## src/rtl/dsm_pkg.sv

```systemverilog
// Shared types, request codes and character constants for the dot-star pattern matcher.
package dsm_pkg;

    localparam int MAX_TOKENS_DEF  = 16;
    localparam int QUEUE_DEPTH_DEF = 2;

    localparam logic [7:0] DOT_CHAR  = 8'h2E;
    localparam logic [7:0] STAR_CHAR = 8'h2A;

    typedef enum logic [1:0] {
        REQ_CLEAR   = 2'd0,
        REQ_PATTERN = 2'd1,
        REQ_TEXT    = 2'd2,
        REQ_END     = 2'd3
    } req_type_t;

    typedef struct packed {
        req_type_t  req_type;
        logic [7:0] char_value;
    } in_word_t;

    typedef struct packed {
        logic matched;
        logic overflow;
    } out_word_t;

    // Classified word passed from front to back
    typedef struct packed {
        req_type_t  kind;
        logic       is_star;
        logic       is_dot;
        logic [7:0] char_value;
    } op_word_t;

    typedef struct packed {
        logic full;
        logic empty;
    } queue_status_t;

endpackage

```

## src/rtl/dsm_front.sv

```systemverilog
// Front stage: accepts request words and classifies their characters.
module dsm_front
(
    input  logic              clk,
    input  logic              rst_n,
    input  logic              in_valid,
    output logic              in_ready,
    input  dsm_pkg::in_word_t in_word,
    output logic              push_valid,
    input  logic              push_ready,
    output dsm_pkg::op_word_t push_word
);

    logic              valid_reg;
    logic              valid_next;
    dsm_pkg::op_word_t word_reg;
    dsm_pkg::op_word_t word_next;

    // Accept when the stage is empty or its word moves on this cycle
    assign in_ready = !valid_reg || push_ready;

    // Classify the incoming character
    always_comb
    begin
        word_next.kind       = in_word.req_type;
        word_next.is_star    = (in_word.char_value == dsm_pkg::STAR_CHAR);
        word_next.is_dot     = (in_word.char_value == dsm_pkg::DOT_CHAR);
        word_next.char_value = in_word.char_value;
    end

    always_comb
    begin
        valid_next = valid_reg;
        if (in_valid && in_ready)
        begin
            valid_next = 1'b1;
        end
        else if (push_ready)
        begin
            valid_next = 1'b0;
        end
    end

    always_ff @(posedge clk or negedge rst_n)
    begin
        if (!rst_n)
        begin
            valid_reg <= 1'b0;
        end
        else
        begin
            valid_reg <= valid_next;
        end
    end

    // Hold the payload until it is taken
    always_ff @(posedge clk)
    begin
        if (in_valid && in_ready)
        begin
            word_reg <= word_next;
        end
    end

    assign push_valid = valid_reg;
    assign push_word  = word_reg;

endmodule

```

## src/rtl/dsm_queue.sv

```systemverilog
// Short queue of classified words between the front and back stages.
module dsm_queue
#(
    parameter int DEPTH = dsm_pkg::QUEUE_DEPTH_DEF
)
(
    input  logic                   clk,
    input  logic                   rst_n,
    input  logic                   push_valid,
    output logic                   push_ready,
    input  dsm_pkg::op_word_t      push_word,
    output logic                   pop_valid,
    input  logic                   pop_ready,
    output dsm_pkg::op_word_t      pop_word,
    output dsm_pkg::queue_status_t status
);

    localparam int PTW = (DEPTH > 1) ? $clog2(DEPTH) : 1;
    localparam int CNW = $clog2(DEPTH + 1);

    dsm_pkg::op_word_t entry_reg [DEPTH];
    logic [PTW-1:0]    wr_ptr_reg;
    logic [PTW-1:0]    wr_ptr_next;
    logic [PTW-1:0]    rd_ptr_reg;
    logic [PTW-1:0]    rd_ptr_next;
    logic [CNW-1:0]    count_reg;
    logic [CNW-1:0]    count_next;
    logic              push;
    logic              pop;

    assign push_ready = (count_reg != CNW'(DEPTH));
    assign pop_valid  = (count_reg != '0);
    assign push       = push_valid && push_ready;
    assign pop        = pop_valid && pop_ready;
    assign pop_word   = entry_reg[rd_ptr_reg];

    assign status.full  = !push_ready;
    assign status.empty = !pop_valid;

    // Advance pointers with wrap at the queue depth
    always_comb
    begin
        wr_ptr_next = wr_ptr_reg;
        rd_ptr_next = rd_ptr_reg;
        count_next  = count_reg;
        if (push)
        begin
            wr_ptr_next = (wr_ptr_reg == PTW'(DEPTH - 1)) ? '0 : wr_ptr_reg + 1'b1;
        end
        if (pop)
        begin
            rd_ptr_next = (rd_ptr_reg == PTW'(DEPTH - 1)) ? '0 : rd_ptr_reg + 1'b1;
        end
        if (push && !pop)
        begin
            count_next = count_reg + 1'b1;
        end
        else if (pop && !push)
        begin
            count_next = count_reg - 1'b1;
        end
    end

    always_ff @(posedge clk or negedge rst_n)
    begin
        if (!rst_n)
        begin
            wr_ptr_reg <= '0;
            rd_ptr_reg <= '0;
            count_reg  <= '0;
        end
        else
        begin
            wr_ptr_reg <= wr_ptr_next;
            rd_ptr_reg <= rd_ptr_next;
            count_reg  <= count_next;
        end
    end

    always_ff @(posedge clk)
    begin
        if (push)
        begin
            entry_reg[wr_ptr_reg] <= push_word;
        end
    end

endmodule

```

## src/rtl/dsm_back.sv

```systemverilog
// Back stage: token store, active position set with star closure, result register.
module dsm_back
#(
    parameter int MAX_TOKENS = dsm_pkg::MAX_TOKENS_DEF
)
(
    input  logic               clk,
    input  logic               rst_n,
    input  logic               op_valid,
    output logic               op_ready,
    input  dsm_pkg::op_word_t  op_word,
    output logic               out_valid,
    input  logic               out_ready,
    output dsm_pkg::out_word_t out_word
);

    localparam int CW = $clog2(MAX_TOKENS + 1);
    localparam int IW = (MAX_TOKENS > 1) ? $clog2(MAX_TOKENS) : 1;
    localparam int PW = MAX_TOKENS + 1;

    logic [7:0]          atom_reg [MAX_TOKENS];
    logic                dot_reg  [MAX_TOKENS];
    logic                star_reg [MAX_TOKENS];
    logic [CW-1:0]       count_reg;
    logic [CW-1:0]       count_next;
    logic                open_reg;
    logic                open_next;
    logic [PW-1:0]       active_reg;
    logic [PW-1:0]       active_next;
    logic                begun_reg;
    logic                begun_next;
    logic                ovf_reg;
    logic                ovf_next;
    logic                out_valid_reg;
    logic                out_valid_next;
    dsm_pkg::out_word_t  out_word_reg;
    dsm_pkg::out_word_t  out_word_next;

    logic                take;
    logic                wr_atom;
    logic                wr_star;
    logic [CW-1:0]       last_pos;
    logic [IW-1:0]       atom_idx;
    logic [IW-1:0]       last_idx;
    logic [MAX_TOKENS-1:0] lane_ok;
    logic [MAX_TOKENS-1:0] star_mask;
    logic [MAX_TOKENS-1:0] star_add;
    logic [PW-1:0]       stepped;
    logic [PW-1:0]       start_set;

    // Close a position set over starred tokens; a one-bit carry-style chain
    function automatic logic [PW-1:0] close_set(input logic [PW-1:0] s,
                                                 input logic [MAX_TOKENS-1:0] m);
        logic [PW-1:0] r;
        r = s;
        for (int i = 0; i < MAX_TOKENS; i++)
        begin
            r[i+1] = r[i+1] | (r[i] & m[i]);
        end
        return r;
    endfunction

    assign take     = op_valid && op_ready;
    assign op_ready = !out_valid_reg || out_ready;
    assign last_pos = count_reg - 1'b1;
    assign atom_idx = count_reg[IW-1:0];
    assign last_idx = last_pos[IW-1:0];

    // Per-lane token validity and star marks of stored tokens
    always_comb
    begin
        for (int i = 0; i < MAX_TOKENS; i++)
        begin
            lane_ok[i]   = (CW'(i) < count_reg);
            star_mask[i] = lane_ok[i] && star_reg[i];
        end
    end

    // Match one text byte in every lane and advance the position set
    always_comb
    begin
        stepped = '0;
        for (int i = 0; i < MAX_TOKENS; i++)
        begin
            if (active_reg[i] && lane_ok[i] &&
                (dot_reg[i] || (atom_reg[i] == op_word.char_value)))
            begin
                if (star_reg[i])
                begin
                    stepped[i] = 1'b1;
                end
                else
                begin
                    stepped[i+1] = 1'b1;
                end
            end
        end
    end

    assign start_set = close_set(PW'(1), star_mask);

    // Decode the taken word; while no text has begun the active set holds the start set
    always_comb
    begin
        count_next     = count_reg;
        open_next      = open_reg;
        active_next    = active_reg;
        begun_next     = begun_reg;
        ovf_next       = ovf_reg;
        out_word_next  = out_word_reg;
        out_valid_next = out_valid_reg && !out_ready;
        wr_atom        = 1'b0;
        wr_star        = 1'b0;
        star_add       = '0;
        if (take)
        begin
            case (op_word.kind)
                dsm_pkg::REQ_CLEAR:
                begin
                    count_next  = '0;
                    open_next   = 1'b0;
                    ovf_next    = 1'b0;
                    begun_next  = 1'b0;
                    active_next = PW'(1);
                end
                dsm_pkg::REQ_PATTERN:
                begin
                    if (!begun_reg)
                    begin
                        if (op_word.is_star && open_reg)
                        begin
                            wr_star             = 1'b1;
                            open_next           = 1'b0;
                            star_add[last_idx]  = 1'b1;
                        end
                        else if (count_reg == CW'(MAX_TOKENS))
                        begin
                            ovf_next  = 1'b1;
                            open_next = 1'b0;
                        end
                        else
                        begin
                            wr_atom    = 1'b1;
                            count_next = count_reg + 1'b1;
                            open_next  = 1'b1;
                        end
                        active_next = close_set(PW'(1), star_mask | star_add);
                    end
                end
                dsm_pkg::REQ_TEXT:
                begin
                    active_next = close_set(stepped, star_mask);
                    begun_next  = 1'b1;
                end
                default:
                begin
                    out_word_next.matched  = active_reg[count_reg] && !ovf_reg;
                    out_word_next.overflow = ovf_reg;
                    out_valid_next         = 1'b1;
                    begun_next             = 1'b0;
                    active_next            = start_set;
                end
            endcase
        end
    end

    always_ff @(posedge clk or negedge rst_n)
    begin
        if (!rst_n)
        begin
            count_reg     <= '0;
            open_reg      <= 1'b0;
            active_reg    <= PW'(1);
            begun_reg     <= 1'b0;
            ovf_reg       <= 1'b0;
            out_valid_reg <= 1'b0;
        end
        else
        begin
            count_reg     <= count_next;
            open_reg      <= open_next;
            active_reg    <= active_next;
            begun_reg     <= begun_next;
            ovf_reg       <= ovf_next;
            out_valid_reg <= out_valid_next;
        end
    end

    // Store tokens and hold the result word
    always_ff @(posedge clk)
    begin
        out_word_reg <= out_word_next;
        if (wr_atom)
        begin
            atom_reg[atom_idx] <= op_word.char_value;
            dot_reg[atom_idx]  <= op_word.is_dot;
            star_reg[atom_idx] <= 1'b0;
        end
        if (wr_star)
        begin
            star_reg[last_idx] <= 1'b1;
        end
    end

    assign out_valid = out_valid_reg;
    assign out_word  = out_word_reg;

endmodule

```

## src/rtl/dot_star_pattern_matcher.sv

```systemverilog
// Top level of the dot-star pattern matcher: front stage, queue and back stage.
// rsp_valid rises once an accepted end-of-text word has passed through the front register,
// then the queue, then the back stage result register.
// Throughput: one word per cycle; the back stage takes a queued word each cycle
// unless its result register holds a word that rsp_ready is not taking.
// Reset clears the token count, overflow flag, text state, queue and valid flags;
// the token store itself is written before it is read and has no reset.
module dot_star_pattern_matcher
#(
    parameter int MAX_TOKENS  = dsm_pkg::MAX_TOKENS_DEF,
    parameter int QUEUE_DEPTH = dsm_pkg::QUEUE_DEPTH_DEF
)
(
    input  logic               clk,
    input  logic               rst_n,
    input  logic               req_valid,
    output logic               req_ready,
    input  dsm_pkg::in_word_t  req,
    output logic               rsp_valid,
    input  logic               rsp_ready,
    output dsm_pkg::out_word_t rsp
);

    logic                   f_valid;
    logic                   f_ready;
    dsm_pkg::op_word_t      f_word;
    logic                   q_valid;
    logic                   q_ready;
    dsm_pkg::op_word_t      q_word;
    dsm_pkg::queue_status_t q_status;

    dsm_front u_front
    (
        .clk        (clk),
        .rst_n      (rst_n),
        .in_valid   (req_valid),
        .in_ready   (req_ready),
        .in_word    (req),
        .push_valid (f_valid),
        .push_ready (f_ready),
        .push_word  (f_word)
    );

    dsm_queue #(
        .DEPTH (QUEUE_DEPTH)
    ) u_queue
    (
        .clk        (clk),
        .rst_n      (rst_n),
        .push_valid (f_valid),
        .push_ready (f_ready),
        .push_word  (f_word),
        .pop_valid  (q_valid),
        .pop_ready  (q_ready),
        .pop_word   (q_word),
        .status     (q_status)
    );

    dsm_back #(
        .MAX_TOKENS (MAX_TOKENS)
    ) u_back
    (
        .clk       (clk),
        .rst_n     (rst_n),
        .op_valid  (q_valid),
        .op_ready  (q_ready),
        .op_word   (q_word),
        .out_valid (rsp_valid),
        .out_ready (rsp_ready),
        .out_word  (rsp)
    );

    // An end word taken by the back stage yields a result next cycle
    assert property (@(posedge clk) disable iff (!rst_n)
        (q_valid && q_ready && q_word.kind == dsm_pkg::REQ_END) |=> rsp_valid)
        else $error("end word did not produce a result");

    // Back stage takes nothing while a result waits
    assert property (@(posedge clk) disable iff (!rst_n)
        (rsp_valid && !rsp_ready) |-> !q_ready)
        else $error("back stage advanced under a stalled result");

    // Front stalls only when holding a word and the queue is full
    assert property (@(posedge clk) disable iff (!rst_n)
        !req_ready |-> (f_valid && q_status.full))
        else $error("front stalled without cause");

endmodule
```

## config.mk

```make
export PLATFORM = sky130hd
export DESIGN_NAME = dot_star_pattern_matcher
export DESIGN_NICKNAME = d
export VERILOG_FILES = /design/src/rtl/dsm_pkg.sv /design/src/rtl/dsm_front.sv /design/src/rtl/dsm_queue.sv /design/src/rtl/dsm_back.sv /design/src/rtl/dot_star_pattern_matcher.sv
export SDC_FILE = /design/constraint.sdc
export NUM_CORES = 1
export LEC_CHECK = 0
export BUFFER_PORTS_ARGS = -buffer_cell sky130_fd_sc_hd__buf_4
export CAP_MARGIN = 20
export CORE_MARGIN = 5
export CORE_UTILIZATION = 40
export CTS_BUF_LIST = sky130_fd_sc_hd__clkbuf_8 sky130_fd_sc_hd__clkbuf_16
export CTS_CLUSTER_DIAMETER = 80
export CTS_CLUSTER_SIZE = 10
export DETAILED_ROUTE_END_ITERATION = 16
export PLACE_DENSITY_LB_ADDON = 0.12
export RECOVER_POWER = 100
export SLEW_MARGIN = 20
export SYNTH_ARGS = -nofsm -noshare
export SYNTH_HDL_FRONTEND = slang
export SYNTH_HIERARCHICAL = 1
export SYNTH_SLANG_ARGS = --single-unit
```

## constraint.sdc

```tcl
create_clock -name clk -period 3.6 [get_ports clk]
set_input_delay 0.72 -clock clk [delete_from_list [all_inputs] [get_ports clk]]
set_output_delay 0.72 -clock clk [all_outputs]
set_load 0.01 [all_outputs]
```

==> impl_metrics.tcl, run 1 <==
set metrics [dict create \
    outcome "complete, but fails checks" \
    violations "max-capacitance violations, max-slew violations" \
    syn_area_per_cell_um2 12.8 \
    die_area_um2 31500 \
    die_y_um 178 \
    start_util_pct 40.4 \
    cts_max_path_buffers 3 \
    hold_buffers 0 \
    tightest_slew_ns 1.92 \
    grt_pass1_wl_um 43000 \
    fillers 2602 \
    yosys_warnings 6 \
    cts_made_buffers 27 \
    setup_viol 0 \
    route.detailed.drc 0 \
    grt_setup_unrepaired "no" \
    crit_fanout 10 \
    max_freq_mhz 297 \
    ant_nets 0 \
    coreArea_um2 27800 \
    first_global_vias 7166 \
    report.final.slew_viol_count 32 \
    cp-start-kind "flip-flop" \
    antenna-diode-count 0 \
    post_cts_buffers 0 \
    clkSinkCount 229 \
    fin_ws_ns 0.229 \
    endpoint_kind "flip-flop" \
    critPathKind "reg2reg" \
    first_pass_iters 5 \
    dp_hpwl_um 19200 \
    floorplan.rows 61 \
    via_per_inst 5.39 \
    routed_wl_um 27800 \
    grt_max_degree 33 \
    grt_use_total_pct 17.8 \
    layout_min_cycle_time_ns 3.37 \
    io_buffers 17 \
    die_w_um 178 \
    preCtsSetupSlack_ns 0.205 \
    overflow 0 \
    syn_to_final_growth_pct 13.0 \
    vias 7202 \
    clock_latency_ns 0.55 \
    finClkSkew_ns 0.0249 \
    syn_nets 900 \
    total_power_uw 9220 \
    boundaryPins 18 \
    ctsResizeCount 0 \
    antenna_found_initial 0 \
    syn_inst 878 \
    routabilityCongestion 0.912 \
    drt_iter0_markers 675 \
    worstPathRequired_ns 3.86 \
    hold_viol 0 \
    hold_path.class "in2reg" \
    finalSetupTns_ns 0 \
    syn_area_um2 11200 \
    cts_tree "yes" \
    leakage_uw 0.00450 \
    htreeDepth 1 \
    vdd_drop_max_mv 0.464 \
    path_clk_slew_ns 0.06 \
    fin_crit_sh_pct 93.6 \
    crit_arrival_ns 3.63 \
    max_slew_margin_pct -28.1 \
    drive_gt1_share_pct 13.0 \
    cts-root-buf "clkbuf_16" \
    largest_reg_flops 128 \
    drv_cap 1 \
    nNetsFinal 959 \
    wl_per_cell_um 20.8 \
    power.density_nw_per_um2 727 \
]
==> per-layer routing <==
metal  vias up  GRT usage [%]  part of all wire [%]
li1       3394              -                     -
met1      3536           26.0                    46
met2       231           27.2                    45
met3        41           2.83                   5.6
met4         0           5.54                   2.8
met5         -              0                     0
==> per-stage QoR <==
| stage | hold WS (ns) | instances | utilization (%) | cell area (µm²) |
|---|---|---|---|---|
| 2_1_floorplan | 0.421 | 878 | - | 11200 |
| 4_1_cts | 0.121 | 1336 | 46.0 | 12800 |
| 6_report | 0.370 | 1336 | 45.6 | 12700 |
| 5_1_grt | 0.354 | 1336 | 45.6 | 12700 |
| 3_5_place_dp | 0.430 | 1286 | 43.1 | 12000 |
| 3_3_place_gp | 0.424 | 1286 | 43.1 | 12000 |
==> path summary, 6_finish.rpt <==
| kind | endpoint | slack [ns] | depth (start not counted) | start |
|---|---|---|---|---|
| min in group asynchronous | u_queue/count_reg[0]$_DFFE_PN0P_ | 0.70 | 1 | rst_n |
| worst max register to register | u_back/atom_reg[9][2]$_DFFE_PP_ | 0.23 | 10 | u_queue/rd_ptr_reg$_DFFE_PN0P_ |
| max in group asynchronous | u_queue/rd_ptr_reg$_DFFE_PN0P_ | 1.65 | 1 | rst_n |
| worst min register to register | u_queue/entry_reg[1][9]$_DFFE_PP_ | 0.44 | 0 | u_front/push_word[9]$_DFFE_PP_ |
| worst max-delay path | u_back/atom_reg[9][2]$_DFFE_PP_ | 0.23 | 10 | u_queue/rd_ptr_reg$_DFFE_PN0P_ |
| worst min-delay path | u_front/push_word[11]$_DFFE_PP_ | 0.37 | 1 | req[9] |
==> where the power goes <==
part	total [µW]	leakage, µW	switching [µW]	internal (µW)
Combinational	3200	0.00183	2140	1060
Clock	2400	0.000457	1050	1360
Sequential	3610	0.00221	160	3450
==> worst max-delay path, stage by stage, from the launching register on <==
cell      delay (ns)
dfrtp_2         0.49
clkbuf_1        0.26
mux2_1          0.50
clkinv_1        0.10
nand2_1         0.11
nor3_1          0.31
nand3_1         0.30
nor3_1          0.20
clkbuf_1        0.38
and2_0          0.27
buf_12          0.15
==> layout by cell type (no fill, tap or decap), drive strengths merged, types with 12 or more instances in the layout <==
cell type / n
a21oi: 42
and2: 12
and3: 17
buf: 38
clkbuf: 56
dfrtp: 30
edfxtp: 198
inv: 39
mux2: 12
nand2: 62
nand3: 16
nor2: 60
nor3: 19
nor4: 35
o21ai: 47
xnor2: 13
xor2: 120
==> cell type report <==
class / count / area, µm² / share of cell area (%)
inverters: 18 / 67.6 / 0.533
well taps: 378 / 473 / 3.73
flip-flops and latches: 229 / 6720 / 53.0
repair buffers: 67 / 500 / 3.95
clock inverters: 23 / 109 / 0.858
multi-input cells: 594 / 4130 / 32.6
clock buffers: 27 / 676 / 5.33
Power figures use the tool's default switching activity.
==> inputs of run 2 (changes only) <==
--- a/config.mk
+++ b/config.mk
@@ -8,7 +8,7 @@
 export BUFFER_PORTS_ARGS = -buffer_cell sky130_fd_sc_hd__buf_4
 export CAP_MARGIN = 20
 export CORE_MARGIN = 5
-export CORE_UTILIZATION = 40
+export CORE_UTILIZATION = 63
 export CTS_BUF_LIST = sky130_fd_sc_hd__clkbuf_8 sky130_fd_sc_hd__clkbuf_16
 export CTS_CLUSTER_DIAMETER = 80
 export CTS_CLUSTER_SIZE = 10
==> constraint.sdc (replaced) <==
create_clock -name clk -period 3.6 [get_ports clk]
set_input_delay 0.18 -clock clk [delete_from_list [all_inputs] [get_ports clk]]
set_output_delay 0.18 -clock clk [all_outputs]
set_load 0.01 [all_outputs]
==> run 2 against run 1 <==
The flow still finishes with violations (max-capacitance violations, max-slew violations); final area down 1.5%; first-iteration DRC count up 25%; clock skew down 0.00072 ns; critical path depth unchanged; combinational power about the same; fmax down 3.2%; critical path type unchanged; critical endpoint is now u_back/active_reg[13]$_DFFE_PN0P_; largest power group unchanged.
==> impl_metrics.tcl, run 2 (synthesis results as in run 1) <==
set metrics [dict create \
    max_slew_margin_pct -34.8 \
    fin_crit_sh_pct 96.7 \
    hold_path.class "in2reg" \
    report.final.slew_viol_count 32 \
    violations "max-capacitance violations, max-slew violations" \
    cp-start-kind "flip-flop" \
    vias 7662 \
    finClkSkew_ns 0.0242 \
    grt_use_total_pct 27.9 \
    layout_min_cycle_time_ns 3.48 \
    worstPathRequired_ns 3.99 \
    grt_pass1_wl_um 44000 \
    finalSetupTns_ns 0 \
    crit_arrival_ns 3.88 \
    endpoint_kind "flip-flop" \
    clock_latency_ns 0.52 \
    placed_cell_area_um2 11700 \
    mostFrequentLayoutCells "edfxtp_1, xor2_1, nand2_1, nor2_1, a21oi_1" \
    htreeDepth 1 \
    post_cts_buffers 0 \
    largest_reg_flops 128 \
    floorplan.rows 48 \
    crit_fanout 16 \
    mostFrequentLayoutCell "edfxtp_1" \
    nNetsFinal 972 \
    boundaryPins 18 \
    dp_hpwl_um 19600 \
    drt_iter0_markers 842 \
    die_area_um2 20600 \
    syn_to_final_growth_pct 11.3 \
    first_global_vias 7698 \
    coreArea_um2 17400 \
    power.density_nw_per_um2 733 \
    routabilityCongestion 0.961 \
    die_y_um 143 \
    grt_setup_unrepaired "no" \
    drive_gt1_share_pct 11.8 \
    wl_per_cell_um 23.8 \
    overflow 0 \
    cts_max_path_buffers 3 \
    setup_viol 0 \
    outcome "complete, but fails checks" \
    routed_wl_um 28400 \
    first_pass_iters 5 \
    max_freq_mhz 287 \
    tightest_slew_ns 2.02 \
    ant_nets 0 \
    critPathKind "reg2reg" \
    cts_tree "yes" \
    design_area_um2 12500 \
    cts_made_buffers 26 \
    hold_viol 0 \
    path_clk_slew_ns 0.06 \
    slowest_delay_ns 0.53 \
    start_util_pct 64.4 \
    vdd_drop_max_mv 0.776 \
    antenna-diode-count 0 \
    route.detailed.drc 0 \
    clkSinkCount 229 \
    antenna_found_initial 0 \
    die_w_um 143 \
    drv_cap 1 \
    critical_path.slowest_cell "mux2_2" \
    via_per_inst 6.41 \
    leakage_uw 0.00450 \
    cts-root-buf "clkbuf_16" \
    io_buffers 17 \
    grt_max_degree 32 \
    cp_cell_sequence "mux2_2, xor2_1, nor4_1, a21oi_1, o22ai_1, a211o_1, and4bb_4, o21ai_2, nor4_2, nor3_2" \
]
==> run 2: changes by cell type in the layout (fill, tap and decap cells not counted), moves of 3 or more <==
cell,before,now
dlygate4sd3_1,0,12
clkbuf_1,20,31
buf_12,6,1
and2_0,6,2
and2_1,6,10
buf_4,32,29
==> run 2: per-layer routing <==
metal	track usage (%)	vias to the layer above	wire length [µm]
li1	-	3432	-
met1	40.4	3821	12200
met2	44.5	365	13500
met3	4.96	44	2200
met4	6.69	0	574
met5	0	-	0
==> run 2: timing repair <==
| item | in CTS | in global routing |
|---|---|---|
| hold endpoints to repair | 43 | 0 |
| setup endpoints to repair | 0 | 5 |
| resized for setup | 0 | 1 |
| hold buffers | 12 | 0 |
==> run 2: per-stage QoR <==
stage / hold slack, ns / total power (µW) / setup WS (ns) / util (%) / std cells
finish: 0.0698 / 9160 / 0.118 / 71.7 / 1195
global placement: 0.168 / 6840 / 0.302 / 67.4 / 1134
detailed placement: 0.175 / 6930 / 0.145 / 67.4 / 1134
floorplan: -0.116 / 5910 / 0.769 / - / 878
CTS: 0.0512 / 9260 / 0.0178 / 72.4 / 1194
global route: 0.0898 / 9590 / 0.0209 / 71.7 / 1195
==> run 2: area by class of cell <==
class / instances / area (µm²)
multi-input cells: 594 / 4130
flip-flops and latches: 229 / 6720
fillers: 1196 / 4920
well taps: 225 / 282
inverters: 18 / 67.6
clock inverters: 21 / 78.8
repair buffers: 81 / 534
clock buffers: 27 / 676
==> run 2: worst paths after layout <==
check | startpoint | to | cells after the start | slack [ns]
setup / recovery | u_queue/rd_ptr_reg$_DFFE_PN0P_ | u_back/active_reg[13]$_DFFE_PN0P_ | 10 | 0.12
hold / removal | rsp_ready | u_back/out_valid$_DFF_PN0_ | 3 | 0.07
setup reg to reg | u_queue/rd_ptr_reg$_DFFE_PN0P_ | u_back/active_reg[13]$_DFFE_PN0P_ | 10 | 0.12
hold reg to reg | u_front/push_word[10]$_DFFE_PP_ | u_queue/entry_reg[0][10]$_DFFE_PP_ | 0 | 0.45
max in group asynchronous | rst_n | u_queue/rd_ptr_reg$_DFFE_PN0P_ | 2 | 1.50
min in group asynchronous | rst_n | u_back/active_reg[7]$_DFFE_PN0P_ | 2 | 0.78
==> run 2: critical path, delay by kind of cell (launching register included) <==
kind,cells,cell delay [ns]
and+or+nand+nor,4,0.87
muxes,1,0.53
AOI/OAI and AO/OA,4,1.14
xor gates and xnor gates,1,0.34
DFF,1,0.48
==> run 2: report_power, final <==
| group | switching [µW] | internal [µW] |
|---|---|---|
| Combinational | 2200 | 1030 |
| Clock | 962 | 1330 |
| Sequential | 181 | 3460 |
